$ cat src/sv/tts_pkg.sv
package tts_pkg;

  localparam int MAX_TASKS_DEF = 8;
  localparam int MAX_RESULTS = 9;
  localparam int NREL = MAX_RESULTS - 1;

  localparam logic [2:0] CMD_ADD      = 3'd0;
  localparam logic [2:0] CMD_TICK     = 3'd1;
  localparam logic [2:0] CMD_DISPATCH = 3'd2;
  localparam logic [2:0] CMD_SUSPEND  = 3'd3;
  localparam logic [2:0] CMD_RESUME   = 3'd4;
  localparam logic [2:0] CMD_DELETE   = 3'd5;

  localparam logic [2:0] RS_DORMANT      = 3'd0;
  localparam logic [2:0] RS_READY        = 3'd1;
  localparam logic [2:0] RS_READY_TO_RUN = 3'd2;
  localparam logic [2:0] RS_SUSPENDED    = 3'd4;

  localparam logic [1:0] ST_OK       = 2'd0;
  localparam logic [1:0] ST_FULL     = 2'd1;
  localparam logic [1:0] ST_BAD_POS  = 2'd2;

  typedef struct packed {
    logic [2:0]  command;
    logic [2:0]  task_position;
    logic [15:0] release_delay;
    logic [15:0] repeat_period;
    logic        cooperative;
    logic [7:0]  task_tag;
  } in_item_t;

  typedef struct packed {
    logic       kind;
    logic [7:0] released_tag;
    logic [1:0] status;
    logic [3:0] task_count;
    logic       last;
  } out_item_t;

  typedef struct packed {
    logic [15:0] delay;
    logic [15:0] period;
    logic        coop;
    logic [7:0]  tag;
    logic [2:0]  run;
  } entry_t;

  typedef struct packed {
    logic wr;
    logic shift;
  } cell_ctrl_t;

endpackage

$ cat src/sv/tts_cell.sv
module tts_cell (
  input  logic                clk,
  input  tts_pkg::cell_ctrl_t ctrl,
  input  tts_pkg::entry_t     wr_data,
  input  tts_pkg::entry_t     next_in,
  output tts_pkg::entry_t     ent
);

  tts_pkg::entry_t ent_r;
  tts_pkg::entry_t ent_nxt;

  always_comb begin
    ent_nxt = ent_r;
    if (ctrl.shift) begin
      ent_nxt = next_in;
    end else if (ctrl.wr) begin
      ent_nxt = wr_data;
    end
  end

  always_ff @(posedge clk) begin
    ent_r <= ent_nxt;
  end

  assign ent = ent_r;

endmodule

$ cat src/sv/tick_task_release_scheduler.sv
// channel | ports                        | transfer
// input   | start, busy, in_data         | start high and busy low at the clock edge
// result  | out_valid, out_data          | out_valid high for one cycle, always taken
//
// add, suspend, resume, delete and unknown commands go from idle straight to the completion item.
// tick and dispatch walk the cell row one position per cycle, except that a removal keeps
// the position; they then close the walk and emit each release item and the completion,
// each registered before it is shown on the ports.
// release items follow the walk so they carry the final task count.
// synchronous active-low reset empties the table; the receiver cannot stall.
module tick_task_release_scheduler #(
  parameter int MAX_TASKS = tts_pkg::MAX_TASKS_DEF
) (
  input  logic               clk,
  input  logic               rst_n,
  input  logic               start,
  output logic               busy,
  input  tts_pkg::in_item_t  in_data,
  output logic               out_valid,
  output tts_pkg::out_item_t out_data
);

  localparam int AW = (MAX_TASKS > 1) ? $clog2(MAX_TASKS) : 1;
  localparam int CW = $clog2(MAX_TASKS + 1);
  localparam int PW = CW + 3;
  localparam int RW = $clog2(tts_pkg::NREL + 1);
  localparam int BW = (tts_pkg::NREL > 1) ? $clog2(tts_pkg::NREL) : 1;

  localparam logic [1:0] S_IDLE = 2'd0;
  localparam logic [1:0] S_WALK = 2'd1;
  localparam logic [1:0] S_EMIT = 2'd2;

  logic [1:0]    state_r, state_nxt;
  logic [CW-1:0] count_r, count_nxt;
  logic [CW-1:0] ptr_r, ptr_nxt;
  logic [2:0]    cmd_r, cmd_nxt;
  logic [1:0]    status_r, status_nxt;
  logic [RW-1:0] nrel_r, nrel_nxt;
  logic [RW-1:0] rd_r, rd_nxt;
  logic [7:0]    relbuf_r [tts_pkg::NREL];
  logic          out_valid_r, out_valid_nxt;
  tts_pkg::out_item_t out_r, out_nxt;

  tts_pkg::entry_t    ent [MAX_TASKS];
  tts_pkg::cell_ctrl_t ctrl [MAX_TASKS];
  tts_pkg::entry_t    wr_data, cur;
  logic               wr_en, rm_en, rel_en;
  logic [AW-1:0]      wr_idx, rm_idx, ptr_idx, pos_idx;
  logic               pos_bad;

  assign ptr_idx = AW'(ptr_r);
  assign pos_idx = AW'(in_data.task_position);
  assign cur     = ent[ptr_idx];
  assign pos_bad = PW'(in_data.task_position) >= PW'(count_r);

  always_comb begin
    state_nxt     = state_r;
    count_nxt     = count_r;
    ptr_nxt       = ptr_r;
    cmd_nxt       = cmd_r;
    status_nxt    = status_r;
    nrel_nxt      = nrel_r;
    rd_nxt        = rd_r;
    out_valid_nxt = 1'b0;
    out_nxt       = out_r;
    wr_en         = 1'b0;
    rm_en         = 1'b0;
    rel_en        = 1'b0;
    wr_idx        = ptr_idx;
    rm_idx        = ptr_idx;
    wr_data       = cur;
    case (state_r)
      S_IDLE: begin
        if (start) begin
          cmd_nxt    = in_data.command;
          status_nxt = tts_pkg::ST_OK;
          nrel_nxt   = '0;
          rd_nxt     = '0;
          ptr_nxt    = '0;
          state_nxt  = S_EMIT;
          case (in_data.command)
            tts_pkg::CMD_ADD: begin
              if (PW'(count_r) >= PW'(MAX_TASKS)) begin
                status_nxt = tts_pkg::ST_FULL;
              end else begin
                wr_en          = 1'b1;
                wr_idx         = AW'(count_r);
                wr_data.delay  = in_data.release_delay;
                wr_data.period = in_data.repeat_period;
                wr_data.coop   = in_data.cooperative;
                wr_data.tag    = in_data.task_tag;
                wr_data.run    = tts_pkg::RS_DORMANT;
                count_nxt      = count_r + 1'b1;
              end
            end
            tts_pkg::CMD_TICK, tts_pkg::CMD_DISPATCH: begin
              state_nxt = S_WALK;
            end
            tts_pkg::CMD_SUSPEND, tts_pkg::CMD_RESUME, tts_pkg::CMD_DELETE: begin
              if (pos_bad) begin
                status_nxt = tts_pkg::ST_BAD_POS;
              end else if (in_data.command == tts_pkg::CMD_DELETE) begin
                rm_en     = 1'b1;
                rm_idx    = pos_idx;
                count_nxt = count_r - 1'b1;
              end else begin
                wr_en       = 1'b1;
                wr_idx      = pos_idx;
                wr_data     = ent[pos_idx];
                wr_data.run = (in_data.command == tts_pkg::CMD_SUSPEND) ?
                              tts_pkg::RS_SUSPENDED : tts_pkg::RS_READY;
              end
            end
            default: begin
            end
          endcase
        end
      end
      S_WALK: begin
        if (ptr_r >= count_r) begin
          state_nxt = S_EMIT;
        end else begin
          ptr_nxt = ptr_r + 1'b1;
          if (cmd_r == tts_pkg::CMD_TICK) begin
            wr_en = 1'b1;
            if (cur.delay != 16'd0) begin
              wr_data.delay = cur.delay - 16'd1;
            end else begin
              if (cur.coop) begin
                wr_data.run = tts_pkg::RS_READY_TO_RUN;
              end else begin
                rel_en      = 1'b1;
                wr_data.run = tts_pkg::RS_READY;
              end
              if (cur.period != 16'd0) begin
                wr_data.delay = cur.period;
              end else if (!cur.coop) begin
                wr_en     = 1'b0;
                rm_en     = 1'b1;
                ptr_nxt   = ptr_r;
                count_nxt = count_r - 1'b1;
              end
            end
          end else if (cur.run == tts_pkg::RS_READY_TO_RUN) begin
            rel_en      = 1'b1;
            wr_en       = 1'b1;
            wr_data.run = tts_pkg::RS_READY;
            if (cur.period == 16'd0) begin
              wr_en     = 1'b0;
              rm_en     = 1'b1;
              ptr_nxt   = ptr_r;
              count_nxt = count_r - 1'b1;
            end
          end
          if (rel_en && (nrel_r < RW'(tts_pkg::NREL))) begin
            nrel_nxt = nrel_r + 1'b1;
          end
        end
      end
      S_EMIT: begin
        out_valid_nxt       = 1'b1;
        out_nxt.task_count  = 4'(count_r);
        if (rd_r < nrel_r) begin
          out_nxt.kind         = 1'b1;
          out_nxt.released_tag = relbuf_r[BW'(rd_r)];
          out_nxt.status       = tts_pkg::ST_OK;
          out_nxt.last         = 1'b0;
          rd_nxt               = rd_r + 1'b1;
        end else begin
          out_nxt.kind         = 1'b0;
          out_nxt.released_tag = 8'd0;
          out_nxt.status       = status_r;
          out_nxt.last         = 1'b1;
          state_nxt            = S_IDLE;
        end
      end
      default: begin
        state_nxt = S_IDLE;
      end
    endcase
  end

  genvar k;
  generate
    for (k = 0; k < MAX_TASKS; k++) begin : g_cell
      assign ctrl[k].wr    = wr_en && (wr_idx == AW'(k));
      assign ctrl[k].shift = rm_en && (rm_idx <= AW'(k));
      tts_cell u_cell (
        .clk     (clk),
        .ctrl    (ctrl[k]),
        .wr_data (wr_data),
        .next_in (ent[(k + 1 < MAX_TASKS) ? k + 1 : k]),
        .ent     (ent[k])
      );
    end
  endgenerate

  always_ff @(posedge clk) begin
    if (!rst_n) begin
      state_r     <= S_IDLE;
      count_r     <= '0;
      out_valid_r <= 1'b0;
    end else begin
      state_r     <= state_nxt;
      count_r     <= count_nxt;
      out_valid_r <= out_valid_nxt;
    end
    ptr_r    <= ptr_nxt;
    cmd_r    <= cmd_nxt;
    status_r <= status_nxt;
    nrel_r   <= nrel_nxt;
    rd_r     <= rd_nxt;
    out_r    <= out_nxt;
    if (rel_en && (nrel_r < RW'(tts_pkg::NREL))) begin
      relbuf_r[BW'(nrel_r)] <= cur.tag;
    end
  end

  assign busy      = (state_r != S_IDLE);
  assign out_valid = out_valid_r;
  assign out_data  = out_r;

  a_done_idle: assert property (@(posedge clk) disable iff (!rst_n)
    out_valid && out_data.last |-> !busy)
    else $error("completion while busy");
  a_count_max: assert property (@(posedge clk) disable iff (!rst_n)
    PW'(count_r) <= PW'(MAX_TASKS))
    else $error("task count above table size");
  a_start_busy: assert property (@(posedge clk) disable iff (!rst_n)
    start && !busy |=> busy)
    else $error("accepted command did not raise busy");
  a_rel_kind: assert property (@(posedge clk) disable iff (!rst_n)
    out_valid && out_data.kind |-> !out_data.last && out_data.status == tts_pkg::ST_OK)
    else $error("malformed release item");

endmodule
$ cat config.mk
export PLATFORM = sky130hd
export DESIGN_NAME = tick_task_release_scheduler
export DESIGN_NICKNAME = d
export VERILOG_FILES = /design/src/sv/tts_pkg.sv /design/src/sv/tts_cell.sv /design/src/sv/tick_task_release_scheduler.sv
export SDC_FILE = /design/constraint.sdc
export NUM_CORES = 1
export LEC_CHECK = 0
export BUFFER_PORTS_ARGS = -buffer_cell sky130_fd_sc_hd__buf_2
export CORE_MARGIN = 5
export CORE_UTILIZATION = 50
export DETAILED_ROUTE_END_ITERATION = 16
export MAX_ROUTING_LAYER = met4
export PLACE_DENSITY = 0.64
export RECOVER_POWER = 50
export SLEW_MARGIN = 30
export SYNTH_ARGS = -nofsm -noshare
export SYNTH_HDL_FRONTEND = slang
export SYNTH_SLANG_ARGS = --single-unit
export TNS_END_PERCENT = 50
$ cat constraint.sdc
create_clock -name clk -period 11 [get_ports clk]
set_input_delay 1.1 -clock clk [delete_from_list [all_inputs] [get_ports clk]]
set_output_delay 1.1 -clock clk [all_outputs]
set_load 0.02 [all_outputs]
* Yosys cells after proc, flatten, opt, wreduce, memory -nomap -nowiden
Memory sizes are Yosys's and may differ from the RTL's. A register that Yosys moved wholly into a read port is not among the register bits.
Cells that the tools add are included.
** Word-level totals
- Output and inout port bits :: 18
- Input port bits :: 50
- RAM bits :: 64
- Register bits :: 392
- Memories :: 1
- Logic and storage cells :: 276
** Cells by class
- Eq/ne operators :: 33
- Bitwise operators :: 3
- Add/sub/neg operators :: 6
- Muxes and demuxes :: 122
- Reductions and logical operators :: 43
- $lt $le $gt $ge :: 15
** Memories
- relbuf_r :: depth 8, width 8, rd ports 1, clocked after memory_dff 1, write ports 1, line tick_task_release_scheduler.sv:40 : logic [7:0] relbuf_r [tts_pkg::NREL];
** Operator list (number)
- $mux W44 :: 22
- $bmux W44 S3 :: 2
- $mux W4 :: 22
- $pmux W44 S2 :: 1
- $mux W16 :: 4
- $mux W3 :: 16
- $pmux W4 S2 :: 5
- $mux W1 :: 34
- $pmux W16 S2 :: 1
- $reduce_bool A16 Y1 :: 2
- $mux W25 :: 1
- $ne A3 B3 Y1 const B :: 8
- $reduce_bool A2 Y1 :: 10
- $eq A3 B3 Y1 const B :: 6
- $logic_and A1 B1 Y1 :: 18
- $add A4 B1 Y4 const B :: 4
- $logic_not A16 Y1 :: 1
- $sub A16 B1 Y16 const B :: 1
- $eq A3 B2 Y1 const B :: 5
- $ge A4 B4 Y1 const B :: 3
- $le A3 B3 Y1 const B :: 4
- $mux W2 :: 6
- $ne A2 B2 Y1 const B :: 6
- $pmux W3 S2 :: 2
- 28 further kinds :: 38

* Longest topological paths before layout
Gate-level depths: netlist of run 1.
- Word-level depth :: 14
- Depth in mapped cells :: 19
- Depth with buffers taken out :: 10

* Cells and area by module
From an unflattened synthesis of run 1, not the netlist that was laid out.
** Second synthesis, totals
- Cells, all modules :: 1854
- Area total of the unflattened synthesis :: 28474.8 um^2
** By module, submodules not included
- tts_cell :: cells each 94, sequential area each 1321.3 um^2, area an instance 2060.7 um^2, instances 8
- tick_task_release_scheduler :: cells each 1102, sequential area each 3113.0 um^2, area an instance 11989.0 um^2, instances 1

* Least setup slack after synthesis of run 1
Ideal clock, no wire load.
- Path kind :: input port to flip-flop
- From :: in in_data[41] (netlist bit)
- To :: reg g_cell[0].u_cell.ent_r, in the netlist g_cell[0].u_cell.ent[0], enable pin
- Arrival :: 7.757 ns
- Slack :: 2.736 ns
- Stages on the path :: 14
- Buffers on the path :: 4
- Required time :: 10.494 ns
- Library setup time :: 0.506 ns
- Cells stage by stage :: clkbuf_1 -> clkbuf_1 -> buf_1 -> clkbuf_1 -> inv_1 -> ha_1 -> nor2b_1 -> o21a_1 -> a22o_1 -> o31ai_1 -> nor2_1 -> a31oi_1 -> nand2b_1 -> o21ai_0
** On the way
- Longest elaborated chain between the ends :: 8
- Elaborated cells between the ends (all ways) :: 24
- Classes of those cells :: order compare: 2; mux: 18; reduce/logical: 4
** Ends and longest elaborated chain
- start: declaration :: line tick_task_release_scheduler.sv:18 : input tts_pkg::in_item_t in_data,
- $ge A3 B4 Y1 or $mux W3 (tied branches) :: line tick_task_release_scheduler.sv:54, tick_task_release_scheduler.sv:102
- $mux W3 :: line tick_task_release_scheduler.sv:100 : if (pos_bad) begin
- $mux W3 or $pmux W3 S2 (tied branches) :: line tick_task_release_scheduler.sv:81 : case (in_data.command)
- $mux W3 :: line tick_task_release_scheduler.sv:74 : if (start) begin
- $mux W3 :: line tick_task_release_scheduler.sv:72 : case (state_r)
- $le A3 B1 Y1 or $logic_not A3 Y1 (tied branches) :: line tick_task_release_scheduler.sv:187, tick_task_release_scheduler.sv:186
- $logic_and A1 B1 Y1 (on tied branches) :: line tick_task_release_scheduler.sv:187, tick_task_release_scheduler.sv:186
- $reduce_bool A2 Y1 (no source line) *
- end signal: assignment :: line tts_cell.sv:22 : ent_r <= ent_nxt;
- end: declaration :: line tts_cell.sv:9 : tts_pkg::entry_t ent_r;
Mark *: on every way between the ends. The rest lies on a longest branch, timed or not.
A chain may end at the register's enable or synchronous reset.

* Final worst setup path of run 1
- From :: in in_data[41] (netlist bit)
- To :: reg g_cell[2].u_cell.ent_r, in the netlist g_cell[2].u_cell.ent[15], enable pin
** On the way
- Longest elaborated chain between the ends :: 8
- Elaborated cells between the ends (all ways) :: 24
- Classes of those cells :: order compare: 2; eq/ne: 1; mux: 18; reduce/logical: 3
** Ends and longest elaborated chain (line)
- $ge A3 B4 Y1 or $mux W3 (tied branches) :: tick_task_release_scheduler.sv:54, tick_task_release_scheduler.sv:102
- $mux W3 :: tick_task_release_scheduler.sv:100
- $mux W3 or $pmux W3 S2 (tied branches) :: tick_task_release_scheduler.sv:81
- $mux W3 :: tick_task_release_scheduler.sv:74
- $mux W3 :: tick_task_release_scheduler.sv:72
- $le A3 B2 Y1 or $eq A3 B2 Y1 (tied branches) :: tick_task_release_scheduler.sv:187, tick_task_release_scheduler.sv:186
- $logic_and A1 B1 Y1 (on tied branches) :: tick_task_release_scheduler.sv:187, tick_task_release_scheduler.sv:186
- $reduce_bool A2 Y1 (no source line) *
- end signal: assignment :: tts_cell.sv:22
- end: declaration :: tts_cell.sv:9
Marks and branches as above.

==> results of run 1 <==
[kinds of logic (layout without fill, tap and decap cells)]
logic type               count (synthesis)  after routing  synth area share, %
AO/OA/AOI/OAI                          203            203                 5.27
XOR/XNOR                                11             11                0.365
adder cells (fa/ha/maj)                 17             17                0.807
buffers and inverters                  165            243                 3.39
flip-flops                             459            459                 51.9
multiplexers                           595            595                 33.4
AND/OR/NAND/NOR                        259            259                 4.89
[registers in the layout (all words and copies together) (netlist names), named ones only]
| signal | cells |
|---|---|
| g_cell.u_cell.ent | 352 |
| relbuf_r | 64 |
| out_data | 16 |
| count_r | 4 |
| nrel_r | 4 |
| ptr_r | 4 |
| rd_r | 4 |
| cmd_r | 3 |
| state_r | 2 |
| status_r | 2 |
| out_valid | 1 |
[layout make-up]
| type | instances | area share [%] |
|---|---|---|
| inverter | 44 | 0.571 |
| multi-input combinational | 1085 | 40.9 |
| clock inverter | 35 | 1.65 |
| clock buffer | 59 | 4.59 |
| tap | 688 | 2.98 |
| timing repair buffer | 105 | 1.94 |
| sequential | 459 | 47.3 |
[placed cells by master (no fill, tap or decap), drive strengths merged, types with 8 or more instances in the layout]
master and n:
nand4 10, mux2i 75, nand2b 9, clkinv 19, a21oi 48, nand2 77, a22oi 12, o22ai 21
nor3 13, edfxtp 449, buf 73, nand3 13, mux4 186, o21ai 66, a31oi 8, bufinv 10
dfxtp 10, inv 46, clkbuf 91, nor2 78, ha 17, and2 13, mux2 334
[synth_stat cells (all sizes together), types with 3 or more instances]
| cell | number | area, um2 |
|---|---|---|
| nand2b | 9 | 56.3 |
| clkbuf | 46 | 173 |
| and4 | 4 | 35.0 |
| o21ai | 66 | 345 |
| nand3 | 13 | 65.1 |
| edfxtp | 449 | 13500 |
| o211ai | 4 | 48.8 |
| mux2i | 75 | 782 |
| xnor2 | 7 | 61.3 |
| o31ai | 7 | 126 |
| nand2 | 77 | 289 |
| a21o | 6 | 45.0 |
| o21bai | 6 | 45.0 |
| mux2 | 334 | 3770 |
| nor2b | 4 | 25.0 |
| a21oi | 48 | 248 |
| and3 | 7 | 43.8 |
| ha | 17 | 213 |
| nor4 | 7 | 71.3 |
| a22oi | 12 | 90.1 |
| nor3 | 13 | 70.1 |
| nor2 | 78 | 293 |
| or3 | 6 | 37.5 |
| and2 | 13 | 81.3 |
| xor2 | 4 | 35.0 |
| or4 | 4 | 30.0 |
| or2 | 4 | 25.0 |
| a31oi | 8 | 50.1 |
| inv | 44 | 165 |
| buf | 75 | 557 |
| a211oi | 3 | 27.5 |
| a21boi | 3 | 22.5 |
| mux4 | 186 | 4250 |
| dfxtp | 10 | 200 |
| nand4 | 10 | 81.3 |
| o22ai | 21 | 150 |
[where the power goes]
group | switching (mW) | internal [mW] | leakage (nW)
combinational | 0.397 | 0.337 | 4.42
clock | 0.737 | 1.11 | 0.876
sequential | 0.0437 | 2.04 | 4.16
[worst register-to-register path, stage by stage (launching register included)]
cell and delay [ns]:
edfxtp_1 0.34, clkbuf_1 1.38, buf_4 0.96, mux4_2 0.63, mux2i_1 0.33, nand4b_1 0.32, nor4_4 0.73, o211ai_4 0.30
o22ai_4 0.67, buf_4 0.69, or3b_4 0.93, o21bai_4 0.58, buf_4 0.54
[final timing paths]
kind	startpoint	endpoint	slack, ns	cells past startpoint
hold reg to reg	count_r[2]	count_r[2]	0.52	2
setup reg to reg	ptr_r[0]	g_cell[4].u_cell.ent[18]	2.20	12
hold / removal	count_r[2]	count_r[2]	0.52	2
setup / recovery	in_data[41]	g_cell[2].u_cell.ent[15]	2.06	13
[metrics by stage]
stage	worst slack, ns	hold slack, ns	power (mW)	cell area (um2)	cells
after floorplan	2.74	0.470	2.67	26400	1709
after global placement	3.54	0.498	2.84	27300	2381
after detailed placement	3.25	0.507	2.86	27300	2381
after CTS	3.23	0.515	4.70	29100	2475
after global routing	1.60	0.542	4.84	28900	2475
final	2.06	0.519	4.66	28900	2475
[routing by layer]
metal / share of wire [%] / vias up / global-route usage, % / wire length [um]
met5: 0 / - / - / 0
met4: 3.5 / 0 / 7.99 / 2530
met3: 8.1 / 169 / 4.71 / 5930
met2: 47 / 736 / 40.9 / 34700
met1: 41 / 8619 / 35.9 / 30100
li1: - / 6988 / - / -
==> impl_metrics.py, run 1 <==
metrics = {
    "floorplan": {
        "io_pins": 68,
        "die_w_um": 240,
        "chipHeight_um": 240,
        "die_area_mm2": 0.0574,
        "rows": 84,
        "coreArea_mm2": 0.0524,
        "initial_core_util_pct": 50.3,
    },
    "sta": {
        "rsz0062_at_grt": "false",
        "clock_skew_ns": 0.0221,
        "setup_tns_ns": 0,
        "relSlewSlack_pct": -188,
        "setup_viol": 0,
        "hold_viol": 0,
        "post-route-min-period_ns": 8.94,
        "max_freq_ghz": 0.112,
        "fin_crit_sh_pct": 81.2,
        "slew_violations": 203,
        "worst_slew_pin_slew_ns": 4.33,
    },
    "setup_path": {
        "path_delay_family": "buffers and inverters",
        "cp_slowest_cell": "clkbuf_1",
        "required_ns": 11.19,
        "cp_max_fo": 52,
        "critPathCaptureType": "flop",
        "crit_path_max_incr_delay_ns": 2.99,
        "worst-path-buf-inv": 4,
        "crit_type": "input pin to flop",
        "worstPathCellList": "clkbuf_1, inv_1, ha_1, nor2b_1, o21a_1, a22o_1, o31a_1, nand2_1, buf_4, a21oi_1, nand2b_1, o21ai_4, clkbuf_2",
        "critPathLaunchType": "input pin",
        "cp.arrival_ns": 9.13,
    },
    "synth": {
        "yosys_most_used_dff": "edfxtp_1",
        "synthCells": 1709,
        "ys_warn_count": 0,
        "synth_area_per_cell_um2": 15.4,
        "synth_seq_cells": 459,
        "synth_edf_count": 449,
        "syn_nets": 1776,
        "synthArstFlopShare_pct": 0,
        "synth.cell_area_mm2": 0.0264,
        "synth-seq-area-share_pct": 51.9,
        "synth.distinct_cells": 85,
    },
    "global_routing": {
        "grt_pass1_vias": 16800,
        "grt_antenna_before_repair": 0,
        "grt_max_degree": 53,
        "grt_first_pass_wirelength_um": 110000,
        "grt_overflow": 0,
        "gr-usage-all-layers_pct": 26.3,
    },
    "placed_design": {
        "hpwl_um": 42600,
        "place_congestion": 0.896,
        "numPortBuffers": 67,
    },
    "route": {
        "vias": 16500,
        "drc": 0,
        "dr.pass1.iters": 5,
        "via_per_inst": 6.67,
        "routedWlPerCell_um": 29.6,
        "wirelength_um": 73300,
        "first_iter_violations": 1676,
        "antenna_left": 0,
    },
    "run_status": {
        "status": "finished, violations left",
        "violations": "capacitance limit, slew limit",
    },
    "clock_network": {
        "clkSlewWorstSetupHoldPaths_ns": 0.06,
        "cts_root_buffer": "clkbuf_16",
        "cts_tree": "built",
        "cts.htree.levels": 2,
        "post-cts-setup-buffers": 0,
        "hold_buffers": 0,
        "clkLatencyLatePin_ns": 0.62,
        "cts_sinks": 459,
        "cts_made_buffers": 51,
        "cts.path.max_buffers": 3,
        "ctsResizeCount": 0,
    },
    "flow_run": {
        "drv_cap": 6,
    },
    "final_layout": {
        "layout-drive-gt1-share_pct": 30.9,
        "fill_cells": 4186,
        "post-route-util_pct": 55.1,
        "area_growth_pct": 9.68,
        "seq_area_mm2": 0.0137,
        "antenna_cells": 0,
        "nets": 1813,
        "multi_input_area_mm2": 0.0118,
    },
    "worst_hold_path": {
        "hold_class": "flop to flop",
    },
    "power_and_ir_drop": {
        "p_per_area_mw_per_mm2": 161,
        "peakVddDrop_mv": 0.110,
        "cellLeakagePower_nw": 9.46,
    },
}
No activity file was read; power rests on OpenSTA's default activity.
==> run 2: changes to the inputs <==
Settings changed: ABC_AREA from default to 1.
Clock period 11 ns to 8.3 ns, I/O delays scaled along.
==> run 2 against run 1 <==
Against the previous run:
- the flow still finishes with violations (capacitance limit, slew limit)
- first-iteration DRC count grew 100%
- area after synthesis grew 7.4%
- sequential share of layout area shrank 2.6 points
- synthesized cell count grew 120%
- routed wire length is 34% higher
- via count up 60%
- register-to-register slack worse by 0.76 ns
- final area is 5.7% higher
- critical path depth is 1 higher
- clock skew decreased by 0.0073 ns
- highest routed layer unchanged
==> impl_metrics.py, run 2 <==
metrics = {
    "run_status": {
        "status": "finished, violations left",
        "violations": "capacitance limit, slew limit",
    },
    "setup_path": {
        "critPathCaptureType": "flop",
        "ff2ff_setup_slack_ns": 1.44,
        "rr_startpoint": "count_r[1]",
        "cp.arrival_ns": 7.31,
        "cp_max_fo": 59,
        "cp-endpoint": "g_cell[7].u_cell.ent[30]",
        "critPathLaunchType": "input pin",
        "crit_type": "input pin to flop",
        "rr_worst_depth": 14,
        "reg2reg_to": "g_cell[7].u_cell.ent[30]",
        "required_ns": 8.52,
        "startpoint": "in_data[41]",
    },
    "floorplan": {
        "io_pins": 68,
        "chipHeight_um": 248,
        "rows": 87,
        "die_area_mm2": 0.0615,
        "coreArea_mm2": 0.0563,
        "initial_core_util_pct": 50.3,
        "die_w_um": 248,
    },
    "placed_design": {
        "place_area_mm2": 0.0291,
        "dp.cells": 4382,
        "numPortBuffers": 67,
        "hpwl_um": 58900,
        "place_congestion": 0.933,
    },
    "route": {
        "first_iter_violations": 3379,
        "routedWlPerCell_um": 22.0,
        "via_per_inst": 5.90,
        "antenna_left": 0,
        "wirelength_um": 98400,
        "drc": 0,
        "vias": 26400,
        "dr.pass1.iters": 7,
    },
    "sta": {
        "rsz0062_at_grt": "false",
        "clock_skew_ns": 0.0148,
        "worst_slew_pin_slew_ns": 3.43,
        "setup_tns_ns": 0,
        "hold_slack_ns": 0.478,
        "fin_crit_sh_pct": 85.5,
        "relSlewSlack_pct": -129,
        "hold_viol": 0,
        "slew_violations": 258,
        "setup_viol": 0,
        "max_freq_ghz": 0.141,
        "post-route-min-period_ns": 7.09,
    },
    "final_layout": {
        "antenna_cells": 0,
        "final_cell_mix": "1135 x nand2_1, 449 x edfxtp_1, 425 x nand3_1",
        "layout-drive-gt1-share_pct": 5.32,
        "fill_cells": 5399,
        "fin_cells": 4478,
        "final_common_cell": "nand2_1",
        "largest_reg_flops": 352,
        "post-route-util_pct": 54.3,
        "area_growth_pct": 7.98,
        "nets": 3749,
        "fin_area_mm2": 0.0306,
    },
    "global_routing": {
        "grt_pass1_vias": 24100,
        "grt_antenna_before_repair": 0,
        "gr-usage-all-layers_pct": 32.0,
        "grt_overflow": 0,
        "grt_max_degree": 221,
        "grt_first_pass_wirelength_um": 147000,
    },
    "clock_network": {
        "post-cts-setup-buffers": 0,
        "cts_made_buffers": 53,
        "cts_sinks": 459,
        "cts_root_buffer": "clkbuf_16",
        "clkSlewWorstSetupHoldPaths_ns": 0.06,
        "cts_tree": "built",
        "hold_buffers": 0,
        "clkLatencyLatePin_ns": 0.62,
        "ctsResizeCount": 0,
        "cts.path.max_buffers": 3,
        "cts.htree.levels": 2,
    },
    "synth": {
        "yosysTopAreaCellShare_pct": 47.6,
        "synth-seq-area-share_pct": 48.3,
        "ys_top_cells_by_area": "edfxtp_1 48%, nand2_1 15%, nand3_1 7.5%, o21ai_0 5.5%, a21oi_1 5.1%",
        "ys_warn_count": 0,
        "synth.distinct_cells": 46,
        "yosys.area.top_type": "edfxtp_1",
        "synth.cell_area_mm2": 0.0283,
        "synthArstFlopShare_pct": 0,
        "synth_edf_count": 449,
        "syn_nets": 3815,
        "synth_area_per_cell_um2": 7.55,
        "synthCells": 3748,
        "synthTopCellsByCount": "1136 x nand2_1, 449 x edfxtp_1, 426 x nand3_1",
        "synth_seq_cells": 459,
        "yosys_most_used_dff": "edfxtp_1",
        "synth.most_common_cell": "nand2_1",
    },
    "worst_hold_path": {
        "hold_depth": 3,
        "hold_class": "input pin to flop",
    },
    "power_and_ir_drop": {
        "p_per_area_mw_per_mm2": 210,
        "peakVddDrop_mv": 0.155,
        "cellLeakagePower_nw": 13.2,
    },
    "flow_run": {
        "drv_cap": 7,
    },
}
## run 2: how the worst min path moves through the flow
stage / from / endpoint
finish: rst_n / count_r[3]
global route: rst_n / count_r[3]
CTS: in_data[44] / cmd_r[0]
detailed placement: count_r[1] / out_data[2]
global placement: count_r[1] / out_data[2]
floorplan: count_r[1] / out_data[2]
## run 2: per-layer routing
layer	routed length [um]	up-vias	global-route usage [%]
li1	-	12400	-
met1	39100	12200	42.4
met2	44600	1527	50.1
met3	10100	269	4.47
met4	4620	0	12.9
met5	0	-	-
## run 2: through the flow
stage,worst slack (ns),power [mW]
final,1.21,6.41
after global routing,1.13,6.66
after CTS,2.29,6.41
after detailed placement,2.33,4.15
after global placement,2.41,4.13
after floorplan,1.43,3.75
## run 2: layout make-up
class	instances	area [um2]	area share [%]
flip-flops and latches	459	13700	44.8
multi-input cells	2654	12100	39.6
inverters	388	1460	4.79
clock buffers	65	1370	4.49
well taps	756	946	3.09
repair buffers	126	748	2.45
clock inverters	30	258	0.843
## run 2: worst max-delay path, stage by stage
cell,delay (ns)
buf_6,0.30
inv_4,0.32
ha_1,0.30
o21bai_1,0.14
a31oi_1,0.09
nand2_1,0.13
nor2_2,0.04
clkbuf_1,0.59
o21ai_0,1.38
inv_1,0.82
o21ai_0,0.67
inv_1,0.23
nor3b_1,0.32
clkbuf_2,1.07
## run 2: logic make-up (layout without fill, tap and decap cells)
group,after synthesis,in the layout,share of synthesized area (%)
AOI/OAI and AO/OA,832,832,15.2
buffers and inverters,635,609,9.31
xor gates and xnor gates,9,9,0.278
muxes,3,3,0.115
and+or+nand+nor,1793,1793,26.0
DFF,459,459,48.3
adders and majority gates,17,17,0.751
## run 2: where the power goes
part           internal, mW  switching (mW)
Sequential             2.73          0.0460
Combinational         0.378           0.974
Clock                  1.29           0.985
Total                  4.40            2.00
